### config.mk
export PLATFORM = sky130hd
export DESIGN_NAME = multi_waveform_packet_generator_flat
export DESIGN_NICKNAME = d
export VERILOG_FILES = /design/src/rtl/mwpg_pkg.sv /design/src/rtl/mwpg_if.sv /design/src/rtl/multi_waveform_packet_generator.sv /design/src/rtl/mwpg_front.sv /design/src/rtl/mwpg_queue.sv /design/src/rtl/mwpg_back.sv /design/src/flat_wrapper.sv
export SDC_FILE = /design/constraint.sdc
export NUM_CORES = 1
export LEC_CHECK = 0
export BUFFER_PORTS_ARGS = -buffer_cell sky130_fd_sc_hd__buf_2
export CORE_MARGIN = 2
export CORE_UTILIZATION = 62
export CTS_CLUSTER_SIZE = 25
export DETAILED_ROUTE_END_ITERATION = 10
export MAX_ROUTING_LAYER = met4
export PLACE_DENSITY = 0.81
export SLEW_MARGIN = 20
export SYNTH_ARGS = -nofsm -noshare
export SYNTH_HDL_FRONTEND = slang
export SYNTH_SLANG_ARGS = --single-unit
### constraint.sdc
create_clock -name i_clk -period 6.8 [get_ports i_clk]
set_clock_uncertainty 0.1 [all_clocks]
set_input_delay 0.68 -clock i_clk [delete_from_list [all_inputs] [get_ports i_clk]]
set_output_delay 0.68 -clock i_clk [all_outputs]
set_load 0.01 [all_outputs]
### src/rtl/mwpg_pkg.sv
package mwpg_pkg;

    localparam int PHASE_STEPS        = 64;
    localparam int PEAK_AMPLITUDE     = 1000;
    localparam int MAX_PACKET_SAMPLES = 64;

    localparam int PHASE_W   = $clog2(PHASE_STEPS);
    localparam int SAW_TOP   = 1000;
    localparam int SAW_W     = 10;
    localparam int SAMPLE_W  = 15;
    localparam int COUNT_W   = 7;
    localparam int MODE_W    = 2;
    localparam int CFG_IDX_W = 2;
    localparam int CFG_DATA_W = 7;
    localparam int TRI_AMP2  = 2 * PEAK_AMPLITUDE;

    localparam int QUEUE_DEPTH = 2;
    localparam int QPTR_W      = $clog2(QUEUE_DEPTH);
    localparam int QCNT_W      = $clog2(QUEUE_DEPTH + 1);

    localparam logic [MODE_W-1:0] MODE_SINE     = 2'd0;
    localparam logic [MODE_W-1:0] MODE_SAWTOOTH = 2'd1;
    localparam logic [MODE_W-1:0] MODE_TRIANGLE = 2'd2;
    localparam logic [MODE_W-1:0] MODE_UNUSED   = 2'd3;

    localparam logic [CFG_IDX_W-1:0] CFG_WAVE_MODE = 2'd0;
    localparam logic [CFG_IDX_W-1:0] CFG_SAMPLES   = 2'd1;

    typedef logic [SAMPLE_W-1:0] t_sample;

    typedef struct packed {
        logic [MODE_W-1:0]  mode;
        logic [COUNT_W-1:0] count;
    } t_job;

    // floor(500 * sin(2*pi*k/64) + 500), exact
    localparam t_sample SINE_TABLE [PHASE_STEPS] = '{
        15'd500, 15'd549, 15'd597, 15'd645, 15'd691, 15'd735, 15'd777, 15'd817,
        15'd853, 15'd886, 15'd915, 15'd940, 15'd961, 15'd978, 15'd990, 15'd997,
        15'd1000, 15'd997, 15'd990, 15'd978, 15'd961, 15'd940, 15'd915, 15'd886,
        15'd853, 15'd817, 15'd777, 15'd735, 15'd691, 15'd645, 15'd597, 15'd549,
        15'd500, 15'd450, 15'd402, 15'd354, 15'd308, 15'd264, 15'd222, 15'd182,
        15'd146, 15'd113, 15'd84, 15'd59, 15'd38, 15'd21, 15'd9, 15'd2,
        15'd0, 15'd2, 15'd9, 15'd21, 15'd38, 15'd59, 15'd84, 15'd113,
        15'd146, 15'd182, 15'd222, 15'd264, 15'd308, 15'd354, 15'd402, 15'd450
    };

endpackage

### src/rtl/mwpg_if.sv
interface mwpg_req_if;
    logic valid;
    logic ready;
    logic packet_request;

    modport source (output valid, output packet_request, input ready);
    modport sink   (input valid, input packet_request, output ready);
endinterface

interface mwpg_smp_if;
    logic                valid;
    logic                ready;
    mwpg_pkg::t_sample   sample_value;
    logic                last_in_packet;

    modport source (output valid, output sample_value, output last_in_packet, input ready);
    modport sink   (input valid, input sample_value, input last_in_packet, output ready);
endinterface

interface mwpg_cfg_if;
    logic                                valid;
    logic                                ready;
    logic [mwpg_pkg::CFG_IDX_W-1:0]      index;
    logic [mwpg_pkg::CFG_DATA_W-1:0]     data;

    modport source (output valid, output index, output data, input ready);
    modport sink   (input valid, input index, input data, output ready);
endinterface

### src/rtl/multi_waveform_packet_generator.sv
// Packet generator for sine, sawtooth and triangle waveforms. Each request with
// packet_request high queues one packet of samples_per_packet samples (saturated at
// 64; a size of zero and a request of zero produce nothing) in the mode set when the
// request was accepted; the final sample carries last_in_packet. Requests are taken
// one per cycle while the two-entry packet queue has room, so they keep flowing
// while a packet is being played out. The generator emits one sample per cycle from
// its output register while o_smp is ready, and loads the next packet from the queue
// after a packet ends, producing no new sample while it loads. Sine and triangle
// keep independent phases, and the sawtooth level persists, across mode changes.
// Mode 3 emits zero samples and leaves all waveform state untouched.
module multi_waveform_packet_generator (
    input  logic       i_clk,
    input  logic       i_rst_n,
    mwpg_req_if.sink   i_req,
    mwpg_cfg_if.sink   i_cfg,
    mwpg_smp_if.source o_smp
);
    import mwpg_pkg::*;

    logic push;
    t_job push_job;
    logic queue_full;
    logic queue_valid;
    logic pop;
    t_job pop_job;

    mwpg_front u_front (
        .i_clk        (i_clk),
        .i_rst_n      (i_rst_n),
        .i_req        (i_req),
        .i_cfg        (i_cfg),
        .i_queue_full (queue_full),
        .o_push       (push),
        .o_job        (push_job)
    );

    mwpg_queue u_queue (
        .i_clk   (i_clk),
        .i_rst_n (i_rst_n),
        .i_push  (push),
        .i_job   (push_job),
        .o_full  (queue_full),
        .o_valid (queue_valid),
        .i_pop   (pop),
        .o_job   (pop_job)
    );

    mwpg_back u_back (
        .i_clk       (i_clk),
        .i_rst_n     (i_rst_n),
        .i_job_valid (queue_valid),
        .i_job       (pop_job),
        .o_pop       (pop),
        .o_smp       (o_smp)
    );

endmodule

### src/rtl/mwpg_front.sv
module mwpg_front (
    input  logic           i_clk,
    input  logic           i_rst_n,
    mwpg_req_if.sink       i_req,
    mwpg_cfg_if.sink       i_cfg,
    input  logic           i_queue_full,
    output logic           o_push,
    output mwpg_pkg::t_job o_job
);
    import mwpg_pkg::*;

    logic [MODE_W-1:0]  r_wave_mode;
    logic [COUNT_W-1:0] r_samples;
    logic [COUNT_W-1:0] count_sat;

    assign i_cfg.ready = 1'b1;
    assign i_req.ready = !i_queue_full;

    always_ff @(posedge i_clk) begin
        if (!i_rst_n) begin
            r_wave_mode <= MODE_SINE;
            r_samples   <= COUNT_W'(MAX_PACKET_SAMPLES);
        end else if (i_cfg.valid) begin
            if (i_cfg.index == CFG_WAVE_MODE) begin
                r_wave_mode <= i_cfg.data[MODE_W-1:0];
            end else if (i_cfg.index == CFG_SAMPLES) begin
                r_samples <= i_cfg.data[COUNT_W-1:0];
            end
        end
    end

    // saturate oversized packets, drop empty ones and idle requests
    assign count_sat = (r_samples > COUNT_W'(MAX_PACKET_SAMPLES))
                     ? COUNT_W'(MAX_PACKET_SAMPLES) : r_samples;
    assign o_push    = i_req.valid && i_req.ready && i_req.packet_request
                     && (count_sat != '0);
    assign o_job.mode  = r_wave_mode;
    assign o_job.count = count_sat;

endmodule

### src/rtl/mwpg_queue.sv
module mwpg_queue (
    input  logic           i_clk,
    input  logic           i_rst_n,
    input  logic           i_push,
    input  mwpg_pkg::t_job i_job,
    output logic           o_full,
    output logic           o_valid,
    input  logic           i_pop,
    output mwpg_pkg::t_job o_job
);
    import mwpg_pkg::*;

    t_job              r_mem [QUEUE_DEPTH];
    logic [QPTR_W-1:0] r_wr_ptr;
    logic [QPTR_W-1:0] r_rd_ptr;
    logic [QCNT_W-1:0] r_count;
    logic              do_pop;

    assign o_full  = (r_count == QCNT_W'(QUEUE_DEPTH));
    assign o_valid = (r_count != '0);
    assign o_job   = r_mem[r_rd_ptr];
    assign do_pop  = i_pop && o_valid;

    always_ff @(posedge i_clk) begin
        if (i_push) begin
            r_mem[r_wr_ptr] <= i_job;
        end
    end

    always_ff @(posedge i_clk) begin
        if (!i_rst_n) begin
            r_wr_ptr <= '0;
            r_rd_ptr <= '0;
            r_count  <= '0;
        end else begin
            if (i_push) begin
                r_wr_ptr <= (r_wr_ptr == QPTR_W'(QUEUE_DEPTH - 1)) ? '0 : r_wr_ptr + 1'b1;
            end
            if (do_pop) begin
                r_rd_ptr <= (r_rd_ptr == QPTR_W'(QUEUE_DEPTH - 1)) ? '0 : r_rd_ptr + 1'b1;
            end
            if (i_push && !do_pop) begin
                r_count <= r_count + 1'b1;
            end else if (do_pop && !i_push) begin
                r_count <= r_count - 1'b1;
            end
        end
    end

endmodule

### src/rtl/mwpg_back.sv
module mwpg_back (
    input  logic           i_clk,
    input  logic           i_rst_n,
    input  logic           i_job_valid,
    input  mwpg_pkg::t_job i_job,
    output logic           o_pop,
    mwpg_smp_if.source     o_smp
);
    import mwpg_pkg::*;

    localparam int DIST_W = PHASE_W + 1;

    logic               r_busy;
    logic [MODE_W-1:0]  r_mode;
    logic [COUNT_W-1:0] r_left;
    logic [PHASE_W-1:0] r_sine_phase;
    logic [PHASE_W-1:0] r_tri_phase;
    logic [SAW_W-1:0]   r_ramp;
    logic               r_out_valid;
    t_sample            r_out_sample;
    logic               r_out_last;

    logic               step;
    logic [SAW_W-1:0]   n_ramp;
    logic [PHASE_W-1:0] n_sine_phase;
    logic [PHASE_W-1:0] n_tri_phase;
    logic [DIST_W-1:0]  tri_dist;
    logic [31:0]        tri_prod;
    t_sample            tri_value;
    t_sample            n_sample;

    assign o_pop = !r_busy;
    // advance one sample whenever the output register is free or drains
    assign step  = r_busy && (!r_out_valid || o_smp.ready);

    assign n_ramp       = (r_ramp < SAW_W'(SAW_TOP)) ? r_ramp + 1'b1 : '0;
    assign n_sine_phase = (r_sine_phase == PHASE_W'(PHASE_STEPS - 1)) ? '0
                        : r_sine_phase + 1'b1;
    assign n_tri_phase  = (r_tri_phase == PHASE_W'(PHASE_STEPS - 1)) ? '0
                        : r_tri_phase + 1'b1;

    assign tri_dist  = (r_tri_phase < PHASE_W'(PHASE_STEPS / 2))
                     ? {1'b0, r_tri_phase}
                     : DIST_W'(PHASE_STEPS) - {1'b0, r_tri_phase};
    assign tri_prod  = 32'(TRI_AMP2) * 32'(tri_dist);
    assign tri_value = SAMPLE_W'(tri_prod / PHASE_STEPS);

    always_comb begin
        unique case (r_mode)
            MODE_SINE:     n_sample = SINE_TABLE[r_sine_phase];
            MODE_SAWTOOTH: n_sample = SAMPLE_W'(n_ramp);
            MODE_TRIANGLE: n_sample = tri_value;
            MODE_UNUSED:   n_sample = '0;
            default:       n_sample = '0;
        endcase
    end

    always_ff @(posedge i_clk) begin
        if (!i_rst_n) begin
            r_busy       <= 1'b0;
            r_left       <= '0;
            r_sine_phase <= '0;
            r_tri_phase  <= '0;
            r_ramp       <= '0;
            r_out_valid  <= 1'b0;
        end else begin
            if (!r_busy && i_job_valid) begin
                r_busy <= 1'b1;
                r_left <= i_job.count;
            end else if (step) begin
                r_left <= r_left - 1'b1;
                if (r_left == COUNT_W'(1)) begin
                    r_busy <= 1'b0;
                end
                unique case (r_mode)
                    MODE_SINE:     r_sine_phase <= n_sine_phase;
                    MODE_SAWTOOTH: r_ramp <= n_ramp;
                    MODE_TRIANGLE: r_tri_phase <= n_tri_phase;
                    MODE_UNUSED:   r_ramp <= r_ramp;
                    default:       r_ramp <= r_ramp;
                endcase
            end
            if (step) begin
                r_out_valid <= 1'b1;
            end else if (o_smp.ready) begin
                r_out_valid <= 1'b0;
            end
        end
    end

    always_ff @(posedge i_clk) begin
        if (!r_busy && i_job_valid) begin
            r_mode <= i_job.mode;
        end
        if (step) begin
            r_out_sample <= n_sample;
            r_out_last   <= (r_left == COUNT_W'(1));
        end
    end

    assign o_smp.valid          = r_out_valid;
    assign o_smp.sample_value   = r_out_sample;
    assign o_smp.last_in_packet = r_out_last;

endmodule

### src/flat_wrapper.sv
// flat-port wrapper written by rule: the top's interface ports become plain ports
module multi_waveform_packet_generator_flat import mwpg_pkg::*;
  (i_clk, i_rst_n, i_req_valid, i_req_packet_request, i_req_ready, i_cfg_valid, i_cfg_index, i_cfg_data, i_cfg_ready, o_smp_valid, o_smp_sample_value, o_smp_last_in_packet, o_smp_ready);
  mwpg_req_if i_req_i ();
  mwpg_cfg_if i_cfg_i ();
  mwpg_smp_if o_smp_i ();
  input  logic i_clk;
  input  logic i_rst_n;
  input wire logic [$bits(i_req_i.valid)-1:0] i_req_valid;
  input wire logic [$bits(i_req_i.packet_request)-1:0] i_req_packet_request;
  output wire logic [$bits(i_req_i.ready)-1:0] i_req_ready;
  input wire logic [$bits(i_cfg_i.valid)-1:0] i_cfg_valid;
  input wire logic [$bits(i_cfg_i.index)-1:0] i_cfg_index;
  input wire logic [$bits(i_cfg_i.data)-1:0] i_cfg_data;
  output wire logic [$bits(i_cfg_i.ready)-1:0] i_cfg_ready;
  output wire logic [$bits(o_smp_i.valid)-1:0] o_smp_valid;
  output wire logic [$bits(o_smp_i.sample_value)-1:0] o_smp_sample_value;
  output wire logic [$bits(o_smp_i.last_in_packet)-1:0] o_smp_last_in_packet;
  input wire logic [$bits(o_smp_i.ready)-1:0] o_smp_ready;
  assign i_req_i.valid = i_req_valid;
  assign i_req_i.packet_request = i_req_packet_request;
  assign i_req_ready = i_req_i.ready;
  assign i_cfg_i.valid = i_cfg_valid;
  assign i_cfg_i.index = i_cfg_index;
  assign i_cfg_i.data = i_cfg_data;
  assign i_cfg_ready = i_cfg_i.ready;
  assign o_smp_valid = o_smp_i.valid;
  assign o_smp_sample_value = o_smp_i.sample_value;
  assign o_smp_last_in_packet = o_smp_i.last_in_packet;
  assign o_smp_i.ready = o_smp_ready;
  multi_waveform_packet_generator u_core (.i_clk(i_clk), .i_rst_n(i_rst_n), .i_req(i_req_i), .i_cfg(i_cfg_i), .o_smp(o_smp_i));
endmodule
Word-level counts from Yosys, hierarchy flattened --
Memory sizes are Yosys's and may differ from the RTL's. A register that Yosys moved wholly into a read port is not among the register bits. Index checks and enable logic that the tools add are counted.
Storage, ports and cells: ROM bits 960, memories kept 2, logic and storage cells 91, register bits 62, input bits 15, output and inout port bits 19, RAM bits 18
Memory list:
- (name not given) | words 64, width 15, rd ports 1, clocked after Yosys merged registers in 0, write ports 0, line mwpg_back.sv:50 | MODE_SINE: n_sample = SINE_TABLE[r_sine_phase];
- u_core.u_queue.r_mem | words 2, width 9, rd ports 1, clocked after Yosys merged registers in 1, write ports 1, line mwpg_queue.sv:13 | t_job r_mem [QUEUE_DEPTH];
Cells by class: magnitude comparators 4, bitwise logic cells 3, equality and inequality tests 8, reduce and logical (&&, ||, !) cells 27, $add $sub $neg 9, multiply operators 1, mux-type cells 23
Operators by type and width (number):
- one-hot mux 15 bit (4 select lines) | 1
- two-way mux 15 bit | 2
- two-way mux 7 bit | 4
- multiplier 7 x 7 -> 14 bit, first input constant | 1
- adder 6 x 1 -> 6 bit, second input constant | 2
- equality test 6 bit, second input constant | 2
- two-way mux 6 bit | 2
- AND reduction 3 bit | 4
- two-way mux 1 bit | 11
- adder 10 x 1 -> 10 bit, second input constant | 1
- less-than comparator 10 bit, second input constant | 1
- two-way mux 10 bit | 1
- nonzero test 2 bit | 5
- equality test 7 x 1 -> 1 bit, second input constant | 1
- greater-or-equal comparator 7 bit, second input constant | 1
- > comparator 7 bit, second input constant | 1
- logical AND 1 bit | 7
- inverter 6 -> 7 bit | 1
- nonzero test 7 bit | 1
- subtractor 7 x 1 -> 7 bit, second input constant | 1
- subtractor 7 x 6 -> 7 bit, first input constant | 1
- equality test 2 bit, second input constant | 3
- less-than comparator 6 bit, second input constant | 1
- zero test 1 bit | 5
- 9 further kinds | 15

Depth between registers and ports, before layout --
word-level depth 9, gate-level depth with buffers 18, gate-level depth less buffers 18

Modules after synthesis --
Synthesis repeated with hierarchy kept, for this count alone.
Second synthesis, totals: cells, all modules 650, area, all modules 5736.8 µm²
Modules (own cells, without submodules):
- mwpg_back | area each 4413.0 µm², instances 1, seq. area each 1071.0 µm², cells each 548
- mwpg_queue | area each 867.1 µm², instances 1, seq. area each 640.6 µm², cells each 50
- mwpg_front | area each 456.7 µm², instances 1, seq. area each 180.2 µm², cells each 52

Worst setup path before layout --
OpenSTA, ideal clock, no wires.
kind flip-flop to flip-flop, start point register u_core.u_back.r_tri_phase[0], end point register u_core.u_back.r_out_sample[6] (netlist: u_core.u_back.o_smp.sample_value[6]), data pin, required time 6439 ps, arrival 4444 ps, clock period less this slack 4805 ps, library setup time 261 ps, stages on the path, launching flop included 19, path buffers 0, path slack 1995 ps, path through dfxtp_1 inv_1 ha_1 nand2b_1 xnor2_1 ha_1 xor2_1 inv_1 ha_1 fa_1 inv_1 fa_1 inv_1 ha_1 a21o_1 a21oi_1 nand2_1 xor2_1 a221o_1
Between the ends: word-level cells in the longest chain between the ends 4, elaborated cells on any way between the ends 5, those cells by class 1 x add/sub; 1 x mul; 1 x order compare; 2 x mux
Ends and longest elaborated chain:
- start, declared | line mwpg_back.sv:17 | logic [PHASE_W-1:0] r_tri_phase;
- start signal, assigned | line mwpg_back.sv:78 | MODE_TRIANGLE: r_tri_phase <= n_tri_phase;
- subtractor 7 x 6 -> 7 bit / less-than comparator 6 bit (equally long branches) | line mwpg_back.sv:44, mwpg_back.sv:42
- two-way mux 7 bit (*) | line mwpg_back.sv:43 | ? {1'b0, r_tri_phase}
- multiplier 7 x 7 -> 14 bit (*) | line mwpg_back.sv:45 | assign tri_prod = 32'(TRI_AMP2) * 32'(tri_dist);
- one-hot mux 15 bit (4 select lines) (*) | line mwpg_back.sv:49 | unique case (r_mode)
- net u_core.u_back.n_sample[6] | line mwpg_back.sv:30 | t_sample n_sample;
- end signal, assigned | line mwpg_back.sv:96 | r_out_sample <= n_sample;
- end, declared | line mwpg_back.sv:20 | t_sample r_out_sample;
The timed path passes the listed nets; every way through them passes the cells marked *. A chain may end at the register's enable or synchronous reset.

Worst setup path in the final report --
Same ends and word-level chain as after synthesis.

==> reports/metrics.csv <==
stage,metric,value,unit
worst_hold_path,min_to,u_core.u_queue.r_mem[0][8],
synth,ys_seq_area_share,33.0,%
clock_tree,post_cts_resized,0,
final_layout,area_growth,5.69,%
synth,synth_xor_area_share,5.65,%
synth,ys_warn_count,0,
sta,setup_ws,1510,ps
pwr,p_leak,2.52,nW
global_routing,antenna_found_initial,0,
critical_path,endpoint_kind,flop,
synth,synthDistinctLibCells,72,
final_layout,final_nets,716,
worst_hold_path,min_from,u_core.u_front.r_wave_mode[1],
die,io_pins,34,
clock_tree,cts_buffers,9,
clock_tree,path_clk_slew,90,ps
die,die_x,100,um
placed_design,hpwl,9400,um
sta,final.min_clock_period,5290,ps
sta,grt_setup_unrepaired,no,
sta,slew_headroom,34.9,%
placed_design,place_area,0.00586,sq mm
drt,routed_wl,12900,um
critical_path,worstSetupStartpointType,flop,
outcome,status,completed,
pwr,peakVddDrop,0.176,mV
synth,async_reset_ff_share,0,%
die,die_height,100,um
worst_hold_path,hp-class,reg2reg,
final_layout,layout_common_cells,"nor2_1 (57), ha_1 (52), dfxtp_1 (45)",
sta,setup-violations-final,0,
synth,yosys-mux-area-fraction,5.91,%
clock_tree,cts_tree,yes,
critical_path,cp_max_fo,10,
global_routing,grt_pass1_wl,20900,um
global_routing,grt_util_all_layers,27.0,%
sta,hold_viol,0,
clock_tree,cts_root_buffer,clkbuf_8,
global_routing,grt_max_degree,43,
clock_tree,clk-insertion-delay-late,370,ps
synth,synth-adder-area-share,15.4,%
synth,yosys_register_bits,78,
critical_path,reg2reg_depth,18,
critical_path,rrSetupSlack,1510,ps
clock_tree,clock_path_buffers,2,
sta,drv_slew,0,
sta,finalSetupTns,0,ps
placed_design,io_buffers,29,
final_layout,finish.utilization,66.6,%
drt,drt_first_pass_iters,5,
final_layout,drive_gt1_share,11.2,%
critical_path,crit_start,u_core.u_back.r_tri_phase[0],
sta,tightest_slew,973,ps
die,die-area,0.0100,sq mm
synth,synth_compound_area_share,15.9,%
critical_path,slowest_stage,dfxtp_1,
critical_path,crit_type,reg2reg,
sta,fin_crit_sh,77.9,%
die,coreArea,0.00911,sq mm
critical_path,cp.required,6820,ps
drt,wl_per_cell,17.0,um
pwr,finalPower,0.00152,W
final_layout,final_cell_area,0.00606,sq mm
final_layout,n_antenna_cell,0,
pwr,power_density,250,mW/mm^2
synth,yosys.area_share.simple,18.0,%
die,num_rows,35,
clock_tree,cts_hold_buf,0,
sta,clock.fmax,0.189,GHz
placed_design,gp_congestion,0.933,
synth,avgSynthCellArea,9.17,sq um
global_routing,grt_pass1_vias,4366,
worst_hold_path,hold_depth,0,
critical_path,r2r-start,u_core.u_back.r_tri_phase[0],
drt,vias,4660,
synth,synth-edff-count,33,
critical_path,critical-path-max-stage-delay,570,ps
drt,via_per_inst,6.18,
synth,netlist_instances,626,
drt,drt_iter0_markers,377,
job,cap_viol_max_count,0,
critical_path,crit_chain,inv_1 > ha_1 > nand2b_1 > xnor2_1 > ha_1 > xor2_1 > inv_1 > ha_1 > fa_1 > inv_1 > fa_1 > inv_1 > ha_1 > a21o_1 > a21oi_1 > nand2_1 > xor2_1 > a221o_1,
critical_path,worstPathArrival,5320,ps
clock_tree,cts_sinks,78,
drt,final_antenna_net_count,0,
final_layout,final_common_cell,nor2_1,
die,initial_core_util,63.0,%
clock_tree,h-tree-depth,3,
clock_tree,postCtsSetupBuffers,0,
critical_path,r2r-end,u_core.u_back.o_smp.sample_value[6],
placed_design,post-place-ws,1540,ps
synth,synth_area,0.00574,sq mm
synth,synth_top_family_by_area,simple AND/OR/NAND/NOR gates,
drt,drc,0,
global_routing,grt_overflow,0,
synth,yosys_most_used_dff,dfxtp_1,
## per-layer routing
layer	vias to the layer above	track usage, %	routed length, um
met3	27	5.85	900
li1	2244	-	-
met4	0	9.06	261
met1	2214	33.1	5270
met5	-	-	0
met2	175	44.6	6430
## final cells by class
class                   instances  area, sq um
multi-input cells             479         3520
fillers                       747         3040
flip-flops and latches         78         1890
repair buffers                 31          160
clock buffers                  10          149
inverters                      39          146
well taps                     111          139
clock inverters                 6         56.3
## power breakdown
part / switching (W) / internal, W
logic: 0.000293 / 0.000199
registers: 0.0000712 / 0.000587
clock network: 0.000201 / 0.000164
total: 0.000566 / 0.000950
## cells in the mapped netlist, drive strengths merged, types with 4 or more instances
cell type	number	area, sq um
mux2i	17	170
a21oi	44	224
clkbuf	11	45.1
dfxtp	45	901
a31oi	4	25.0
o211ai	9	67.6
ha	52	651
inv	37	139
nand2b	17	106
or2	5	31.3
nor3	13	70.1
buf	26	159
fa	11	220
o21ai	23	119
mux2	7	78.8
xor2	18	158
and3	5	32.5
o31ai	4	30.0
nand3	19	95.1
nand3b	6	45.0
a21o	8	60.1
a211o	5	43.8
nor2	57	214
xnor2	19	166
nor3b	8	60.1
mux4	4	90.1
nor2b	14	87.6
nand2	40	150
nand4	7	43.8
edfxtp	33	991
a211oi	11	82.6
## registers in the layout, indices dropped and copies added (netlist names), named ones only
name,flops
u_core.u_front.r_samples,7
u_core.u_back.r_sine_phase,6
u_core.u_queue.r_wr_ptr,1
u_core.u_queue.r_mem,18
u_core.u_back.r_mode,2
u_core.u_back.o_smp.valid,1
u_core.u_queue.r_rd_ptr,1
u_core.u_back.r_ramp,10
u_core.u_back.r_tri_phase,6
u_core.u_queue.r_count,2
u_core.u_front.r_wave_mode,2
u_core.u_back.r_busy,1
u_core.u_back.o_smp.last_in_packet,1
u_core.u_back.r_left,7
u_core.u_back.o_smp.sample_value,12
## worst max-delay path: cells and delay by family (launching register included)
family,cells,cell delay (ps)
compound gates,3,740
xor+xnor,3,760
fa+ha+maj,6,2260
buf+inv,4,350
flops,1,570
simple gates,2,250
## how the worst max path moves through the flow
stage,slack [ps],cells after the start,endpoint
2_1_floorplan,2000,18,u_core.u_back.o_smp.sample_value[6]
3_3_place_gp,1780,18,u_core.u_back.o_smp.sample_value[6]
3_5_place_dp,1540,18,u_core.u_back.o_smp.sample_value[6]
4_1_cts,1520,18,u_core.u_back.o_smp.sample_value[6]
5_1_grt,1250,18,u_core.u_back.o_smp.sample_value[6]
6_report,1510,18,u_core.u_back.o_smp.sample_value[6]
## through the flow
step / std cells / hold WS, ps
after floorplan: 633 / 325
after global placement: 738 / 344
after detailed placement: 738 / 351
after CTS: 754 / 378
after global routing: 754 / 402
final: 754 / 378
## cell families after synthesis
group / after synthesis
adders and majority gates: 64
xor gates and xnor gates: 37
other: 2
buffers and inverters: 76
AOI/OAI and AO/OA: 137
muxes: 28
DFF: 78
and+or+nand+nor: 204
No activity file was read; power rests on OpenSTA's default activity.
